[config.mk]
export PLATFORM = sky130hd
export DESIGN_NAME = rbad_ctrl
export DESIGN_NICKNAME = d
export VERILOG_FILES = /design/src/sv/rgb_box_average_downscaler_defines.svh /design/src/sv/rbad_pkg.sv /design/src/sv/rbad_ctrl.sv
export SDC_FILE = /design/constraint.sdc
export NUM_CORES = 1
export LEC_CHECK = 0
export ABC_AREA = 1
export ABC_CLOCK_PERIOD_IN_PS = 1400
export BUFFER_PORTS_ARGS = -buffer_cell sky130_fd_sc_hd__buf_2
export CORE_MARGIN = 2
export CORE_UTILIZATION = 40
export DETAILED_ROUTE_END_ITERATION = 10
export GPL_TIMING_DRIVEN = 0
export PLACE_DENSITY_LB_ADDON = 0.15
export SLEW_MARGIN = 20
export SYNTH_ARGS = -nofsm -noshare
export SYNTH_HDL_FRONTEND = slang
export SYNTH_SLANG_ARGS = --single-unit
[constraint.sdc]
create_clock -name clk_i -period 1.4 [get_ports clk_i]
set_input_delay 0.28 -clock clk_i [delete_from_list [all_inputs] [get_ports clk_i]]
set_output_delay 0.28 -clock clk_i [all_outputs]
set_load 0.1 [all_outputs]
[src/sv/rgb_box_average_downscaler_defines.svh]
// assertion macros for the rgb box average downscaler
// used by the top level only, relies on clk_i and rst_ni in scope
`ifndef RGB_BOX_AVERAGE_DOWNSCALER_DEFINES_SVH
`define RGB_BOX_AVERAGE_DOWNSCALER_DEFINES_SVH

// property that must hold in the same cycle
`define RBAD_ASSERT_NOW(lbl, ante, cons, msg) \
  lbl: assert property (@(posedge clk_i) disable iff (!rst_ni) (ante) |-> (cons)) \
    else $error(msg);

// property that must hold in the cycle after the antecedent
`define RBAD_ASSERT_NEXT(lbl, ante, cons, msg) \
  lbl: assert property (@(posedge clk_i) disable iff (!rst_ni) (ante) |=> (cons)) \
    else $error(msg);

`endif

[src/sv/rbad_pkg.sv]
// shared types and constants of the rgb box average downscaler
// no dependencies
`default_nettype none

package rbad_pkg;

  localparam int PixW     = 16;
  localparam int RowW     = 12;
  localparam int HeightLimit = 4096;
  localparam int CfgDW    = 13;
  localparam int CfgIW    = 2;

  localparam logic [CfgIW-1:0] CfgScale  = 2'd0;
  localparam logic [CfgIW-1:0] CfgWidth  = 2'd1;
  localparam logic [CfgIW-1:0] CfgHeight = 2'd2;

  // controller to datapath commands
  typedef struct packed {
    logic accept;
    logic clear;
    logic rd;
    logic acc;
    logic load_out;
  } cmd_t;

  // datapath to controller status
  typedef struct packed {
    logic pos_busy;
    logic sum_busy;
    logic clear_last;
    logic emit;
    logic out_free;
  } status_t;

endpackage

`default_nettype wire

[src/sv/rbad_ctrl.sv]
// controller state machine sequencing one pixel item at a time
// depends on rbad_pkg
`default_nettype none

module rbad_ctrl (
  input  wire logic              clk_i,
  input  wire logic              rst_ni,
  input  wire logic              in_valid_i,
  output logic                   in_ready_o,
  input  wire rbad_pkg::status_t status_i,
  output rbad_pkg::cmd_t         cmd_o
);

  typedef enum logic [6:0] {
    StClear  = 7'b0000001,
    StIdle   = 7'b0000010,
    StPosDiv = 7'b0000100,
    StRead   = 7'b0001000,
    StAcc    = 7'b0010000,
    StSumDiv = 7'b0100000,
    StOut    = 7'b1000000
  } state_e;

  state_e state_q, state_d;

  // next state and commands
  always_comb begin
    state_d = state_q;
    cmd_o   = '0;
    in_ready_o = 1'b0;
    unique case (state_q)
      StClear: begin
        cmd_o.clear = 1'b1;
        if (status_i.clear_last) state_d = StIdle;
      end
      StIdle: begin
        in_ready_o = 1'b1;
        if (in_valid_i) begin
          cmd_o.accept = 1'b1;
          state_d = StPosDiv;
        end
      end
      StPosDiv: begin
        if (!status_i.pos_busy) state_d = StRead;
      end
      StRead: begin
        cmd_o.rd = 1'b1;
        state_d = StAcc;
      end
      StAcc: begin
        cmd_o.acc = 1'b1;
        state_d = status_i.emit ? StSumDiv : StIdle;
      end
      StSumDiv: begin
        if (!status_i.sum_busy) state_d = StOut;
      end
      StOut: begin
        if (status_i.out_free) begin
          cmd_o.load_out = 1'b1;
          state_d = StIdle;
        end
      end
      default: state_d = StIdle;
    endcase
  end

  always_ff @(posedge clk_i or negedge rst_ni) begin
    if (!rst_ni) begin
      state_q <= StClear;
    end else begin
      state_q <= state_d;
    end
  end

endmodule

`default_nettype wire

==> flow_summary_export.csv <==
group,metric,value,unit
run_status,outcome,"complete, but fails checks",
run_status,violations,"setup timing",
placed_design,portBuffers,13,
floorplanning,coreArea,1269,sq um
synthesis,ys_warn_count,0,
power,peakVddDrop,1734,uV
synthesis,synth_top_family_by_area,"simple AND/OR/NAND/NOR gates",
timing,slew_violations,0,
floorplanning,die_area,1651,sq um
setup_path,critPathKind,"flip-flop to primary output",
power,comb_power_share,73.0,%
timing,skew,0.007984,ns
final_layout,nFillCells,96,
detailed_routing,viasPerCell,4.664,
worst_hold_path,hold_path_class,"input pin to flip-flop",
final_layout,biggestRegsByFlops,"state_q (7)",
floorplanning,io-pin-count,14,
final_layout,top_register,"state_q",
synthesis,dominantRegCellSynth,"dfrtp_1",
setup_path,path_cells,"buf_6 > nor2_2 > nand2_2 > nor2_2 > buf_4 > buf_12",
grt,grt_pass1_vias,537,
clock_tree,clk_latency,0.25,ns
clock_tree,clock_sinks,7,
placed_design,placedCellCount,107,
clock_tree,cts_made_buffers,3,
grt,gr-total-overflow,0,
timing,setup_viol,7,
detailed_routing,wl_per_cell,11.69,microns
setup_path,critPathArrivalTime,1.46,ns
synthesis,synth.net_count,87,
setup_path,cp-start-kind,"flip-flop",
setup_path,cpMostUsedCell,"nor2_2",
synthesis,synth_top_cell_by_area,"dfrtp_1",
final_layout,layoutNonFillerInstCount,125,
placed_design,pre_cts_ws,-0.2910,ns
synthesis,synthCells,79,
clock_tree,clk_pin_slew,0.05,ns
power,p_seq_share,16.7,%
timing,hold_violations,0,
synthesis,synth_edf_count,0,
grt,grt_max_degree,8,
floorplanning,die_x,40.63,microns
clock_tree,cts_tree,"built",
grt,grt_use_total,20.14,%
synthesis,ys_ff_latch,7,
timing,rsz0062_at_grt,"true",
timing,period_needed,1.737,ns
detailed_routing,drc_errors,0,
timing,post-route-period-util,124.0,%
grt,antenna_found_initial,0,
final_layout,syn2layout_area_growth,82.05,%
setup_path,cp-end-kind,"primary output",
timing,fmax,575.8,MHz
final_layout,fin_util,77.02,%
placed_design,gp_congestion,0.6957,
power,pwr-share-clk,10.3,%
synthesis,synth_top_area_share,27.97,%
synthesis,syn_area_per_cell,6.794,sq um
final_layout,num_antenna_cells,0,
synthesis,yosys.cell_count.top_type,"nand2_1",
final_layout,nNetsFinal,119,
synthesis,synth_xor_area_share,0,%
synthesis,ys_top_cells_by_count,"nand2_1, inv_1, nor2_1, dfrtp_1, nand3_1",
floorplanning,core.rowCount,13,
setup_path,crit_buf_inv,3,
synthesis,synth_area_leaders,"dfrtp_1, nand2_1, inv_1",
power,switchingPower,0.0009233,W
placed_design,dp.final_hpwl,890,microns
synthesis,synthAdderAreaFrac,0,%
detailed_routing,route.vias.total,583,
detailed_routing,drt_iter0_drc,7,
power,power_density,1822,nW/um^2
timing,fin_ws,-0.3367,ns
grt,grt_first_pass_wirelength,2180,microns
detailed_routing,dr.pass1.iters,4,
setup_path,worstPathMaxFanout,3,
run,cap_violations,0,
clock_tree,root_buffer,"clkbuf_4",
timing,max_slew_margin,85.31,%
synthesis,yosysSeqAreaShare,32.87,%
floorplanning,initial_core_util,42.31,%
timing,whs,0.2875,ns
setup_path,crit_required,1.12,ns
clock_tree,htree_levels,1,
final_layout,largest_reg_flops,7,
power,switching_share,51.86,%
synthesis,synth.cell_area,536.8,sq um
detailed_routing,antenna_left,0,
final_layout,layout-drive-gt1-share,60.00,%
timing,worst_slew_pin_slew,0.2195,ns
synthesis,synth_cell_types,18,
power,internal-power,0.0008571,W
setup_path,critPathSlowestCell,"dfrtp_1",
synthesis,synth-simple-area-share,51.52,%
synthesis,synth_mux_area_share,0,%
synthesis,synth_compound_area_share,2.331,%
power,finalPower,0.001780,W
floorplanning,die_h,40.63,microns
power,p_leak,0.4808,nW
detailed_routing,postRouteWirelength,1461,microns
setup_path,slowest_delay,0.42,ns
setup_path,crit_family,"buffers and inverters",
clock_tree,cts_max_path_buffers,2,
synthesis,postSynth.asyncResetShare,100.0,%
[placed cells by master (no fill, tap or decap)]
cell type,netlist,layout
inv_1,14,11
clkbuf_1,0,1
nand3_4,0,2
inv_2,3,5
buf_4,1,9
nand3b_4,0,1
inv_4,0,1
buf_2,0,7
nor4_4,0,2
nand3_1,6,4
o21ai_0,1,1
nor2_1,14,8
dlygate4sd3_1,0,1
dfrtp_1,6,4
nand3_2,2,2
nand2_1,15,12
nand2_2,3,3
nand2_4,1,4
dfstp_2,1,1
nor2_4,3,8
nor3_1,1,1
dfrtp_2,0,2
o21bai_1,1,1
clkbuf_4,0,3
buf_6,0,7
buf_12,0,4
nor2_2,4,5
[power groups by stage]
stage / Combinational, W / Sequential (W) / Clock, W
4_1_cts: 0.00115 / 0.000294 / 0.000184
5_1_grt: 0.00139 / 0.000301 / 0.000200
6_report: 0.00130 / 0.000298 / 0.000183
3_5_place_dp: 0.000847 / 0.000291 / 0
3_3_place_gp: 0.000843 / 0.000288 / 0
2_1_floorplan: 0.000733 / 0.000282 / 0
[kinds of logic (layout without fill, tap and decap cells)]
group	Yosys count	after routing
and+or+nand+nor	52	52
buffers and inverters	18	49
DFF	7	7
AOI/OAI and AO/OA	2	2
[path summary, 6_finish.rpt]
| check | start | end | slack, ns | depth (start not counted) |
|---|---|---|---|---|
| min in group asynchronous | rst_ni | state_q[1] | 0.40 | 2 |
| worst min-delay path | status_i[2] | state_q[0] | 0.29 | 3 |
| max in group asynchronous | rst_ni | state_q[0] | 0.76 | 2 |
| worst max-delay path | state_q[2] | cmd_o[2] | -0.34 | 6 |
| worst min register to register | state_q[1] | state_q[4] | 0.64 | 3 |
| worst max register to register | state_q[0] | state_q[3] | 0 | 9 |
[through the flow]
stage,TNS (ns),instance area [sq um]
final,-1.584,977.2
after global routing,-2.057,977.2
after CTS,-1.509,864.6
after detailed placement,-1.269,666.9
after global placement,-1.185,666.9
after floorplan,-2.667,583.1
[repair_timing]
item | CTS | global route
gates resized for setup | 27 | 20
endpoints found under the setup margin | 6 | 9
pin swaps | 6 | 13
endpoints found under the hold margin | 6 | 0
setup buffers | 9 | 5
hold buffers | 1 | 0
[layer usage]
metal  up-vias  global-route usage (%)  wire [microns]
li1        301                       -               -
met1       268                   24.67             653
met2        10                   34.52             762
met3         4                   3.804              31
met4         0                   7.500              14
met5         -                       0               0
[worst reg2reg max path, stage by stage (launching register included)]
cell	delay, ns
dfstp_2	0.60
nor2_4	0.07
nand2_4	0.12
buf_6	0.11
inv_4	0.04
nand3_4	0.06
nand2_4	0.07
nor2_4	0.12
nand2_1	0.08
nor2_2	0.08
[area by class of cell]
| cell class | instances | area (sq um) | area share, % |
|---|---|---|---|
| Clock buffer | 4 | 26.28 | 2.689 |
| Timing Repair Buffer | 27 | 264.0 | 27.02 |
| Sequential cell | 7 | 178.9 | 18.31 |
| Buffer | 1 | 7.507 | 0.7682 |
| Inverter | 17 | 66.31 | 6.786 |
| Multi-Input combinational cell | 54 | 415.4 | 42.51 |
| Tap cell | 15 | 18.77 | 1.921 |
(Power assumes the default switching activity.)
